===== config.mk =====
export PLATFORM = sky130hd
export DESIGN_NAME = rotary_encoder_click_qualifier_top
export DESIGN_NICKNAME = d
export VERILOG_FILES = /design/src/design/recq_pkg.sv /design/src/design/rotary_encoder_click_qualifier_top.sv /design/src/design/recq_click.sv /design/src/design/recq_turn.sv
export SDC_FILE = /design/constraint.sdc
export NUM_CORES = 1
export LEC_CHECK = 0
export BUFFER_PORTS_ARGS = -buffer_cell sky130_fd_sc_hd__buf_4
export CORE_MARGIN = 2
export CORE_UTILIZATION = 63
export DETAILED_ROUTE_END_ITERATION = 8
export PLACE_DENSITY = 0.81
export SLEW_MARGIN = 0
export SYNTH_ARGS = -nofsm -noshare
export SYNTH_HDL_FRONTEND = slang
export SYNTH_SLANG_ARGS = --single-unit

===== constraint.sdc =====
create_clock -name clk -period 5.7 [get_ports clk]
set_input_delay 0.57 -clock clk [delete_from_list [all_inputs] [get_ports clk]]
set_output_delay 0.57 -clock clk [all_outputs]
set_load 0.1 [all_outputs]

===== src/design/recq_pkg.sv =====
package recq_pkg;

	// Width of the internal time arithmetic; differences wrap modulo 2^TIME_BITS.
	localparam int TIME_BITS = 32;

	// Fixed widths of the ports.
	localparam int NOW_W     = 32;
	localparam int CFG_IDX_W = 2;
	localparam int CFG_W     = 16;
	localparam int LOCKOUT_W = 8;
	localparam int HOLD_W    = 16;

	typedef logic [TIME_BITS-1:0] time_t;

	// Configuration register indexes.
	typedef enum logic [CFG_IDX_W-1:0] {
		REG_TURN_LOCKOUT = 2'd0,
		REG_LONG_PRESS   = 2'd1,
		REG_DOUBLE_CLICK = 2'd2
	} cfg_reg_t;

	localparam logic [LOCKOUT_W-1:0] TURN_LOCKOUT_RST = 8'd5;
	localparam logic [HOLD_W-1:0]    LONG_PRESS_RST   = 16'd1200;
	localparam logic [HOLD_W-1:0]    DOUBLE_CLICK_RST = 16'd400;

	// Switch classification codes.
	typedef enum logic [1:0] {
		CLICK_IDLE   = 2'd0,
		CLICK_SINGLE = 2'd1,
		CLICK_DOUBLE = 2'd2,
		CLICK_HOLD   = 2'd3
	} click_t;

	// Rotation step codes.
	localparam logic signed [1:0] STEP_NONE = 2'sd0;
	localparam logic signed [1:0] STEP_CW   = 2'sd1;
	localparam logic signed [1:0] STEP_CCW  = -2'sd1;

	// Two presses within the window make a double click.
	localparam logic [1:0] DOUBLE_TALLY = 2'd2;
	localparam logic [1:0] TALLY_MAX    = 2'd3;

	// One registered poll as seen by the qualifier units.
	typedef struct packed {
		time_t now;
		logic  clk_level;
		logic  dt_level;
		logic  pressed;
	} poll_t;

	function automatic time_t elapsed(input time_t now, input time_t then);
		return now - then;
	endfunction

endpackage


===== src/design/rotary_encoder_click_qualifier_top.sv =====
// Rotary encoder and push-switch qualifier. Each input request is one poll of
// the pins with a millisecond timestamp, and each poll produces exactly one
// result request carrying a rotation step (+1, -1 or 0, on a falling edge of
// the encoder clock pin, direction from the data pin) and a click code (none,
// single, double or long press). Polls enter a one-deep input register; the
// classification is computed combinationally from that register and the
// qualifier state and lands in an output register, so the block accepts one
// poll per clock cycle while the output is not stalled. The result is presented
// on the output from that output register, which is loaded when the poll
// leaves the input register. The output register decouples the two sides: a
// new poll is taken while a finished result still waits, and a stall on the
// result side backs up into in_ready only once both registers are full.
// Configuration registers (rotation lockout, long press hold time, double
// click window) are written through cfg_we, cfg_index and cfg_data and should
// only change while no poll is in flight. Timestamps wrap, and all time
// differences are taken modulo 2^32.
module rotary_encoder_click_qualifier_top (
	input  logic                            clk,
	input  logic                            arst_n,

	input  logic                            cfg_we,
	input  logic [recq_pkg::CFG_IDX_W-1:0]  cfg_index,
	input  logic [recq_pkg::CFG_W-1:0]      cfg_data,

	input  logic                            in_valid,
	output logic                            in_ready,
	input  logic [recq_pkg::NOW_W-1:0]      now_ms,
	input  logic                            clk_level,
	input  logic                            dt_level,
	input  logic                            switch_level,

	output logic                            out_valid,
	input  logic                            out_ready,
	output logic signed [1:0]               turn_step,
	output logic [1:0]                      click_kind
);
	import recq_pkg::*;

	// Configuration registers.
	logic [LOCKOUT_W-1:0] turn_lockout_ms_q;
	logic [HOLD_W-1:0]    long_press_ms_q;
	logic [HOLD_W-1:0]    double_click_ms_q;

	// Input register stage.
	logic  valid_s1;
	poll_t poll_s1;

	// Output register stage.
	logic              out_valid_q;
	logic signed [1:0] turn_step_q;
	click_t            click_kind_q;

	logic              advance;
	logic signed [1:0] step_d;
	click_t            kind_d;

	always_ff @(posedge clk or negedge arst_n) begin
		if (!arst_n) begin
			turn_lockout_ms_q <= TURN_LOCKOUT_RST;
			long_press_ms_q   <= LONG_PRESS_RST;
			double_click_ms_q <= DOUBLE_CLICK_RST;
		end else if (cfg_we) begin
			case (cfg_index)
				REG_TURN_LOCKOUT: turn_lockout_ms_q <= cfg_data[LOCKOUT_W-1:0];
				REG_LONG_PRESS:   long_press_ms_q   <= cfg_data[HOLD_W-1:0];
				REG_DOUBLE_CLICK: double_click_ms_q <= cfg_data[HOLD_W-1:0];
				default: begin
					// Writes to unused indexes are dropped.
				end
			endcase
		end
	end

	// The poll in the input register is consumed when the output register is
	// empty or its result is being taken in this same cycle.
	assign advance  = valid_s1 && (!out_valid_q || out_ready);
	assign in_ready = !valid_s1 || advance;

	always_ff @(posedge clk or negedge arst_n) begin
		if (!arst_n) begin
			valid_s1 <= 1'b0;
		end else if (in_ready) begin
			valid_s1 <= in_valid;
		end
	end

	always_ff @(posedge clk) begin
		if (in_valid && in_ready) begin
			poll_s1.now       <= time_t'(now_ms);
			poll_s1.clk_level <= clk_level;
			poll_s1.dt_level  <= dt_level;
			poll_s1.pressed   <= !switch_level;
		end
	end

	// The switch and the rotation are independent within one poll.
	recq_click u_click (
		.clk             (clk),
		.arst_n          (arst_n),
		.poll            (poll_s1),
		.advance         (advance),
		.long_press_ms   (long_press_ms_q),
		.double_click_ms (double_click_ms_q),
		.kind            (kind_d)
	);

	recq_turn u_turn (
		.clk             (clk),
		.arst_n          (arst_n),
		.poll            (poll_s1),
		.advance         (advance),
		.turn_lockout_ms (turn_lockout_ms_q),
		.step            (step_d)
	);

	always_ff @(posedge clk or negedge arst_n) begin
		if (!arst_n) begin
			out_valid_q <= 1'b0;
		end else if (advance) begin
			out_valid_q <= 1'b1;
		end else if (out_ready) begin
			out_valid_q <= 1'b0;
		end
	end

	always_ff @(posedge clk) begin
		if (advance) begin
			turn_step_q  <= step_d;
			click_kind_q <= kind_d;
		end
	end

	assign out_valid  = out_valid_q;
	assign turn_step  = turn_step_q;
	assign click_kind = click_kind_q;

	a_empty_out_takes: assert property (@(posedge clk) disable iff (!arst_n)
		!out_valid_q |-> in_ready)
		else $error("input stalled while the output register was empty");

	a_advance_fills: assert property (@(posedge clk) disable iff (!arst_n)
		advance |=> (out_valid_q && turn_step_q == $past(step_d)
			&& click_kind_q == $past(kind_d)))
		else $error("processed poll did not reach the output register");

	a_stall_holds: assert property (@(posedge clk) disable iff (!arst_n)
		(valid_s1 && out_valid_q && !out_ready) |=> (valid_s1 && $stable(poll_s1)))
		else $error("pending poll lost during an output stall");

endmodule


===== src/design/recq_click.sv =====
module recq_click (
	input  logic                          clk,
	input  logic                          arst_n,
	input  recq_pkg::poll_t               poll,
	input  logic                          advance,
	input  logic [recq_pkg::HOLD_W-1:0]   long_press_ms,
	input  logic [recq_pkg::HOLD_W-1:0]   double_click_ms,
	output recq_pkg::click_t              kind
);
	import recq_pkg::*;

	logic       button_was_down_q;
	logic       long_reported_q;
	logic [1:0] click_tally_q;
	time_t      press_start_time_q;
	time_t      last_click_time_q;

	logic       button_was_down_d;
	logic       long_reported_d;
	logic [1:0] click_tally_d;
	logic [1:0] tally_inc;
	time_t      press_start_time_d;
	time_t      last_click_time_d;
	logic       held_long;
	logic       in_window;

	assign held_long = elapsed(poll.now, press_start_time_q) >= time_t'(long_press_ms);
	assign in_window = elapsed(poll.now, last_click_time_q) < time_t'(double_click_ms);
	assign tally_inc = (click_tally_q < TALLY_MAX) ? click_tally_q + 2'd1 : click_tally_q;

	always_comb begin
		button_was_down_d  = button_was_down_q;
		long_reported_d    = long_reported_q;
		click_tally_d      = click_tally_q;
		press_start_time_d = press_start_time_q;
		last_click_time_d  = last_click_time_q;
		kind               = CLICK_IDLE;
		if (poll.pressed && !button_was_down_q) begin
			press_start_time_d = poll.now;
			button_was_down_d  = 1'b1;
			long_reported_d    = 1'b0;
		end else if (poll.pressed && !long_reported_q && held_long) begin
			long_reported_d = 1'b1;
			kind            = CLICK_HOLD;
		end else if (!poll.pressed && button_was_down_q) begin
			button_was_down_d = 1'b0;
			if (long_reported_q) begin
				// The release that ends a long press is swallowed.
				long_reported_d = 1'b0;
			end else if (in_window) begin
				click_tally_d = tally_inc;
				if (tally_inc >= DOUBLE_TALLY) begin
					click_tally_d     = 2'd0;
					last_click_time_d = '0;
					kind              = CLICK_DOUBLE;
				end
			end else begin
				click_tally_d     = 2'd1;
				last_click_time_d = poll.now;
				kind              = CLICK_SINGLE;
			end
		end
	end

	always_ff @(posedge clk or negedge arst_n) begin
		if (!arst_n) begin
			button_was_down_q  <= 1'b0;
			long_reported_q    <= 1'b0;
			click_tally_q      <= 2'd0;
			press_start_time_q <= '0;
			last_click_time_q  <= '0;
		end else if (advance) begin
			button_was_down_q  <= button_was_down_d;
			long_reported_q    <= long_reported_d;
			click_tally_q      <= click_tally_d;
			press_start_time_q <= press_start_time_d;
			last_click_time_q  <= last_click_time_d;
		end
	end

	a_long_marks: assert property (@(posedge clk) disable iff (!arst_n)
		(advance && kind == CLICK_HOLD) |=> (long_reported_q && button_was_down_q))
		else $error("long press reported without marking the press");

	a_double_clears: assert property (@(posedge clk) disable iff (!arst_n)
		(advance && kind == CLICK_DOUBLE) |=> (click_tally_q == 2'd0 && last_click_time_q == '0))
		else $error("double click did not clear the tally");

	a_tally_bound: assert property (@(posedge clk) disable iff (!arst_n)
		click_tally_q != DOUBLE_TALLY && click_tally_q != TALLY_MAX)
		else $error("click tally held a value of two or more");

endmodule


===== src/design/recq_turn.sv =====
module recq_turn (
	input  logic                             clk,
	input  logic                             arst_n,
	input  recq_pkg::poll_t                  poll,
	input  logic                             advance,
	input  logic [recq_pkg::LOCKOUT_W-1:0]   turn_lockout_ms,
	output logic signed [1:0]                step
);
	import recq_pkg::*;

	logic  prev_clk_q;
	time_t last_turn_time_q;
	logic  locked;
	logic  fall;

	assign locked = elapsed(poll.now, last_turn_time_q) < time_t'(turn_lockout_ms);
	assign fall   = !locked && prev_clk_q && !poll.clk_level;

	always_comb begin
		step = STEP_NONE;
		if (fall) begin
			step = poll.dt_level ? STEP_CW : STEP_CCW;
		end
	end

	// During the lockout neither the edge detector nor the stored level moves.
	always_ff @(posedge clk or negedge arst_n) begin
		if (!arst_n) begin
			prev_clk_q       <= 1'b1;
			last_turn_time_q <= '0;
		end else if (advance && !locked) begin
			prev_clk_q <= poll.clk_level;
			if (fall) begin
				last_turn_time_q <= poll.now;
			end
		end
	end

	a_step_clears_level: assert property (@(posedge clk) disable iff (!arst_n)
		(advance && step != STEP_NONE) |=> (!prev_clk_q && last_turn_time_q == $past(poll.now)))
		else $error("turn detected without recording the edge");

	a_locked_quiet: assert property (@(posedge clk) disable iff (!arst_n)
		(advance && locked) |=> ($stable(prev_clk_q) && $stable(last_turn_time_q)))
		else $error("turn state moved during the lockout");

	a_locked_no_step: assert property (@(posedge clk) disable iff (!arst_n)
		(advance && locked) |-> step == STEP_NONE)
		else $error("turn step reported during the lockout");

endmodule

==> metrics.md, run 1 <==
| Metric | Value |
|---|---|
| CP endpoint kind | register |
| Router iterations before antenna repair | 5 |
| Initial antenna violation count | 0 |
| Worst Skew | 0.02004 ns |
| Most used DFF post-synth | dfrtp_1 |
| Site Rows | 53 |
| Routed Antenna Nets | 0 |
| Hold_buf cts | 0 |
| Most used cell, CP | a21oi_1 |
| Number of clock sinks | 182 |
| DR DRC count | 0 |
| Rel. slew slack | between 40% and 50% |
| Yosys reg bits | 182 |
| Outcome | finished clean |
| Antenna Cells | 0 |
| Count leader, synth | inv_1 |
| GR Overflow Total | 0 |
| Crit share post-route | 94.09% |
| Largest net degree at the start of global routing | 77 |
| Filler cell count | 1582 |
| H-tree depth | 4 |
| Mapped Cells | 1406 |
| Io pins | 64 |
| Synth Net Count | 1600 |
| Vias in the first global route | between 10000 and 15000 |
| Via density per instance | between 6 and 7 |
| # setup viols final | 0 |
| CTS tree | built |
| Chip height | around 150 um |
| Placed cell areas | 14150 um^2 |
| Clk_lat worst skew | 0.44 ns |
| WP data arrival | between 5 and 6 ns |
| Post-layout instance area | 14730 um^2 |
| Worst r2r src | poll_s1[3] |
| R2R Setup Slk | about 0.34 ns |
| Share of the synthesized area in the top cell type | 24.64% |
| Slew at the pin closest to its max-slew limit | 0.8597 ns |
| Distinct cells, synth | 100 |
| Initial Util | 64.26% |
| Critical Path RT | 6.03 ns |
| Multi-input combinational cell area | between 7000 and 8000 um^2 |
| Crit-path cells | inv_1 -> ha_1 -> inv_1 -> fa_1 -> a21o_1 -> a21oi_2 -> nor2b_1 -> or2_2 -> a21oi_1 -> xnor2_1 -> ha_1 -> a21oi_1 -> and3_1 -> o21ai_0 -> a21oi_1 -> nor4_1 -> a2111oi_2 -> nand3_1 -> or4_1 -> nor4_4 -> buf_4 -> nor2b_2 -> buf_4 -> a22o_2 |
| Vias | 10850 |
| Layout Area Growth over Synthesis | 9.049% |
| Hold crit path type | in -> async |
| Fin. Hold Viols | 0 |
| Post-synth top cells | 159 x inv_1, 133 x dfrtp_1, 133 x ha_1 |
| Gpl congestion | 0.9772 |
| Clock Power Share | 14.9% |
| Num CTS Buffers | 17 |
| Final #Nets | 1649 |
| Share of synthesized flip-flops with an asynchronous set or reset | 78.57% |
| Synth warnings | 0 |
| Post-Syn Area | 13510 um^2 |
| Highest-delay cell along the critical path | or4_1 |
| Total Routed Length | approximately 33 mm |
| RSZ-0062 raised after global routing | no |
| Final Max Tran Viols | 0 |
| CP Launch Point | poll_s1[3] |
| Comb power frac | 59.3% |
| Synth area leaders | dfrtp_1 25%, ha_1 12%, edfxtp_1 8.7% |
| Final cell count without fillers | 1743 |
| Part of the power in registers | 25.8% |
| Wirelength per Cell | 18.82 um |
| Share of cells above drive strength 1 | between 10% and 20% |
| Fmax | around 190 MHz |
| Clk pin slew, worst setup/hold paths | ~0.080 ns |
| VDD IR max | 0.0002282 V |
| Crit-path max cell delay | 0.56 ns |
| Crit-path max FO | 32 |
| Post-DP HPWL | 25.38 mm |
| Storage cell area | 4762 um^2 |
| Post-synth EDFFs | 39 |
| Pint | 0.004227 W |
| Root buffer cell | clkbuf_16 |
| Switching share of power | 44.00% |
| First-pass GRT wire length | approximately 53 mm |
| Die Width | 150.4 um |
| Setup TNS | 0 ns |
| Startpoint Class | register |
| Initial drt markers | about 680 |
| Pwr Density | 512.3 nW/um^2 |
| Max_cap viols | 0 |
| CP Class | reg -> reg |
| Die area | 22630 um^2 |
| Core area | 21020 um^2 |
| Placed cells | 1708 |
| WHS | 0.1395 ns |
| All-Layer GR Usage | between 20% and 30% |
| P_sw | 0.003321 W |
| Min Tclk post-route | 5.363 ns |
| Static Leak | 6.670 nW |
| Syn_area_per_cell | 9.608 um^2 |
| Area leader, netlist | dfrtp_1 |
| Register area share after synthesis | 35.25% |
| Buffers on Ports | 63 |
| Maximum clock insertion buffer count | 2 |
[power by group through the flow]
| stage | registers (W) | logic, W | clock network [W] |
|---|---|---|---|
| CTS | 0.00194 | 0.00442 | 0.00114 |
| detailed placement | 0.00196 | 0.00438 | 0 |
| global route | 0.00199 | 0.00498 | 0.00120 |
| global placement | 0.00194 | 0.00429 | 0 |
| finish | 0.00195 | 0.00447 | 0.00113 |
| floorplan | 0.00192 | 0.00345 | 0 |
[sequential cells by signal, summed over array words and instances, names as in the netlist]
register,count
click_kind,2
double_click_ms_q,16
long_press_ms_q,16
out_valid,1
poll_s1,35
turn_lockout_ms_q,8
turn_step,2
u_click.button_was_down_q,1
u_click.click_tally_q,2
u_click.last_click_time_q,32
u_click.long_reported_q,1
u_click.press_start_time_q,32
u_turn.last_turn_time_q,32
u_turn.prev_clk_q,1
valid_s1,1
[metrics by stage]
stage	utilization [%]	setup WS, ns	total power, W
2_1_floorplan	-	0.8332	0.005370
3_3_place_gp	67.32	0.5401	0.006235
3_5_place_dp	67.32	0.4167	0.006341
4_1_cts	69.94	0.3865	0.007494
5_1_grt	70.08	0.01800	0.008174
6_report	70.08	0.3366	0.007548
[timing repair]
| action | 4_1_cts | 5_1_grt |
|---|---|---|
| endpoints found under the setup margin | 0 | 32 |
| buffers inserted | 0 | 2 |
| resized for setup | 0 | 1 |
[layout by cell type (no fill, tap or decap), types with 40 or more instances in the layout]
cell type / Yosys / routed
a21o_1: 40 / 40
xnor2_1: 42 / 42
a21oi_1: 104 / 103
nand2_1: 91 / 91
ha_1: 133 / 133
inv_1: 159 / 159
nor2_1: 49 / 49
buf_4: 6 / 76
o21ai_0: 58 / 58
mux2_2: 88 / 88
dfrtp_1: 133 / 133
[layout make-up]
type                    count  area share (%)
inverters                 159           4.051
clock buffers              21           3.134
well taps                 275           2.336
multi-input cells        1018           53.60
flip-flops and latches    182           32.33
clock inverters            11          0.6030
repair buffers             77           3.949
[kinds of logic after synthesis]
family	after synthesis	share of synthesized area [%]
flops	182	35.25
fa+ha+maj	136	12.76
compound gates	381	19.69
simple gates	326	12.74
xor+xnor	67	4.344
mux	107	8.817
buf+inv	207	6.400
[critical path, delay by kind of cell, from the launching register on]
kind,cells,cell delay (ns)
AO/OA/AOI/OAI,8,1.56
buffers and inverters,4,0.62
AND/OR/NAND/NOR,8,1.58
XOR/XNOR,1,0.16
flip-flops,1,0.41
adder cells (fa/ha/maj),3,0.90
[metal layers]
layer	GRT usage, %	part of all wire, %	routed length [um]
met3	3.364	5.4	1762
met4	7.594	2.0	651
met5	0	0	0
met1	43.09	46	15210
met2	48.05	46	15180
[worst paths after layout]
| kind | to | cells after the start |
|---|---|---|
| setup reg to reg | u_click.last_click_time_q[1] | 24 |
| hold reg to reg | out_valid | 1 |
| setup / recovery | u_click.last_click_time_q[1] | 24 |
| hold / removal | u_turn.last_turn_time_q[4] | 1 |
| min in group clk | poll_s1[9] | 1 |
| max in group asynchronous | u_click.click_tally_q[1] | 2 |
Power figures use the tool's default switching activity.
==> run 2: changes to the inputs <==
ABC_AREA = 1   (was default)
CORE_UTILIZATION = 64   (was 63)
PLACE_DENSITY = 0.82   (was 0.81)
==> run 2 against run 1 <==
Compared with the run above:
- combinational power is 33% higher
- sequential power increased by 5%
- via count grew 43%
- synthesized cell count increased by 70%
- sequential share of layout area is 3.8 points lower
- maximum frequency grew 19%
- clock-buffer cell count fell by 4
- synthesized area up 14%
- clock skew decreased by 0.0069 ns
- hold slack improved by 0.012 ns
- critical endpoint is now u_click.last_click_time_q[2]
==> metrics.md, run 2 <==
| Metric | Value |
|---|---|
| Outcome | finished clean |
| Vias | 15550 |
| Most common cell after layout, fill and taps aside | nand2_1 |
| Post-Syn Area | 15350 um^2 |
| GRT busiest layer | met2 |
| First-pass GRT wire length | 75.30 mm |
| Chip height | 158.9 um |
| Clk_lat worst skew | 0.44 ns |
| Pint | 0.004420 W |
| Crit-path max FO | 33 |
| Die Width | between 150 and 200 um |
| Post-CTS setup buffer count | 0 |
| Share of synthesized flip-flops with an asynchronous set or reset | 78.57% |
| Initial antenna violation count | 1 |
| Root buffer cell | clkbuf_16 |
| RSZ-0062 raised after global routing | no |
| Maximum clock insertion buffer count | 2 |
| Core area | 23540 um^2 |
| Distinct cells, synth | 41 |
| Crit path buf inv count | 2 |
| Final cell count without fillers | 2776 |
| Area leader, netlist | dfrtp_1 |
| Crit-path cells | inv_1 -> ha_1 -> inv_1 -> fa_1 -> nand3_1 -> nand3_1 -> nand2_1 -> nand2_1 -> nand2_1 -> nand2_1 -> xor2_1 -> ha_1 -> a21oi_1 -> nor2_1 -> a211oi_1 -> nand2_1 -> nor2_1 -> nand2_1 -> nor2_1 -> nand2_1 -> nor2_2 -> nand2_1 -> nand4_1 -> nand2_1 |
| Fraction of the mapped netlist area in simple logic gates | a little over a third |
| Startpoint Class | register |
| GR Util met2 | 60.94% |
| Final #Nets | 2637 |
| Most used DFF post-synth | dfrtp_1 |
| Highest-delay cell along the critical path | nand2_1 |
| GR Overflow Total | 0 |
| Wirelength per Cell | 17.00 um |
| Synth warnings | 0 |
| Via density per instance | 5.601 |
| Hold_buf cts | 0 |
| Final Max Tran Viols | 0 |
| Synth Net Count | 2587 |
| Clk pin slew, worst setup/hold paths | 0.08 ns |
| DR DRC count | 0 |
| Post-DP HPWL | around 37 mm |
| WP data arrival | 4.82 ns |
| Hold crit path type | in -> async |
| Synth area leaders | dfrtp_1 22%, nand2_1 22%, inv_1 12% |
| Rel. slew slack | 22.75% |
| Static Leak | 9.636 nW |
| Worst reg-to-reg path cell count | 24 |
| Pwr Density | 553.0 nW/um^2 |
| Io pins | 64 |
| Most frequent cells in the layout | 884 x nand2_1, 477 x inv_1, 195 x nor2_1 |
| Routed Antenna Nets | 0 |
| Router iterations before antenna repair | 6 |
| Number of clock sinks | 182 |
| Worst r2r src | poll_s1[3] |
| Yosys reg bits | ~180 |
| VDD IR max | 0.0002962 V |
| Largest net degree at the start of global routing | a little under 80 |
| Num CTS Buffers | 17 |
| Crit-path max cell delay | 0.68 ns |
| H-tree depth | 4 |
| Register area share after synthesis | 31.01% |
| Site Rows | 56 |
| CTS tree | built |
| Initial Util | 65.22% |
| Vias in the first global route | 14790 |
| Fin. Hold Viols | 0 |
| Max_cap viols | 0 |
| Min Tclk post-route | 4.505 ns |
| # setup viols final | 0 |
| Clock Power Share | a little over an eighth |
| Die area | around 25000 um^2 |
| Fmax | around 220 MHz |
| CP endpoint kind | register |
| Post-synth EDFFs | 39 |
| Biggest register | poll_s1 |
| Largest family of logic cells by synthesized area | simple AND/OR/NAND/NOR gates |
| Synth Area in XOR/XNOR | 2.225% |
| Slew at the pin closest to its max-slew limit | 1.155 ns |
| Comb power frac | between 60% and 70% |
| Met3 Track Usage GR | approximately 7.8% |
| CP Launch Point | poll_s1[3] |
| Initial drt markers | approximately 1400 |
| Share of the synthesized area in the top cell type | 21.68% |
| Crit path depth | 24 |
| Placed cells | between 2000 and 3000 |
| P_sw | around 0.0048 W |
| Resize count post-CTS | 0 |
| Worst Skew | 0.01313 ns |
| Mapped Cells | 2393 |
| Share of cells above drive strength 1 | under 10% |
| Setup TNS | 0 ns |
| Syn_area_per_cell | 6.417 um^2 |
| Met1 Resource Use GR | 48.47% |
| Switching share of power | around 52% |
| Crit share post-route | roughly four fifths |
| Post-synth top cells | 885 x nand2_1, 477 x inv_1, 197 x nor2_1 |
| Synth Area in Adders | 11.23% |
| Layout Area Growth over Synthesis | 8.849% |
| Buffers on Ports | 63 |
| CP Class | reg -> reg |
| Cell family with most CP delay | simple AND/OR/NAND/NOR gates |
| Part of the power in registers | around 22% |
| Synth Area in Compound Gates | 6.291% |
| Critical Path RT | 6.02 ns |
| Post-synthesis mux area share | less than 1% |
| All-Layer GR Usage | 37.54% |
| Total Routed Length | 47.20 mm |
| Most used cell, CP | nand2_1 |
| Count leader, synth | nand2_1 |
| Max FFs per register | 35 |
| Gpl congestion | 1.065 |
run 2: area by class of cell:
type,count,area (um^2)
Fill cell,2135,6829
Sequential cell,182,4762
Timing Repair Buffer,70,529.3
Antenna cell,1,2.502
Inverter,479,1798
Clock buffer,17,425.4
Multi-Input combinational cell,1693,8600
Clock inverter,15,197.7
Tap cell,319,399.1
run 2: final timing paths:
path	slack [ns]	to
setup / recovery	1.19	u_click.last_click_time_q[2]
max in group asynchronous	4.11	u_turn.last_turn_time_q[22]
hold reg to reg	0.47	u_turn.prev_clk_q
setup reg to reg	1.19	u_click.last_click_time_q[2]
min in group clk	0.30	poll_s1[30]
hold / removal	0.15	long_press_ms_q[9]
run 2: layer usage:
layer	vias to the layer above	routed length (um)
li1	7515	-
met1	7189	19190
met2	692	21300
met3	152	4451
met4	0	2253
met5	-	0
run 2: kinds of logic after synthesis:
family / Yosys count
muxes: 1
buffers and inverters: 518
xor gates and xnor gates: 39
DFF: 182
adders and majority gates: 136
AOI/OAI and AO/OA: 185
and+or+nand+nor: 1332
run 2: metrics by stage:
step | power [W] | instance area [um^2] | util [%] | hold slack [ns] | worst slack [ns]
2_1_floorplan | 0.006340 | 15350 | - | 0.2744 | 2.328
3_3_place_gp | 0.007636 | 16090 | 68.34 | 0.4508 | 1.507
3_5_place_dp | 0.007814 | 16090 | 68.34 | 0.4585 | 1.376
4_1_cts | 0.009109 | 16710 | 70.98 | 0.1988 | 1.320
5_1_grt | 0.01013 | 16710 | 70.98 | 0.2091 | 0.7885
6_report | 0.009243 | 16710 | 70.99 | 0.1519 | 1.195
run 2: worst register-to-register path, cell delays in order (launching register included):
cell and delay, ns:
edfxtp_1 0.42, inv_1 0.16, ha_1 0.17, inv_1 0.08, fa_1 0.44, nand3_1 0.11
nand3_1 0.18, nand2_1 0.11, nand2_1 0.13, nand2_1 0.09, nand2_1 0.08, xor2_1 0.17
ha_1 0.18, a21oi_1 0.17, nor2_1 0.06, a211oi_1 0.16, nand2_1 0.07, nor2_1 0.08
nand2_1 0.06, nor2_1 0.09, nand2_1 0.07, nor2_2 0.12, nand2_1 0.68, nand4_1 0.41
nand2_1 0.10
run 2: power by group through the flow:
stage          clock network, W  registers, W  logic [W]
2_1_floorplan                 0       0.00200    0.00434
3_3_place_gp                  0       0.00204    0.00560
3_5_place_dp                  0       0.00205    0.00576
4_1_cts                 0.00124       0.00203    0.00583
5_1_grt                 0.00130       0.00208    0.00675
6_report                0.00123       0.00205    0.00596
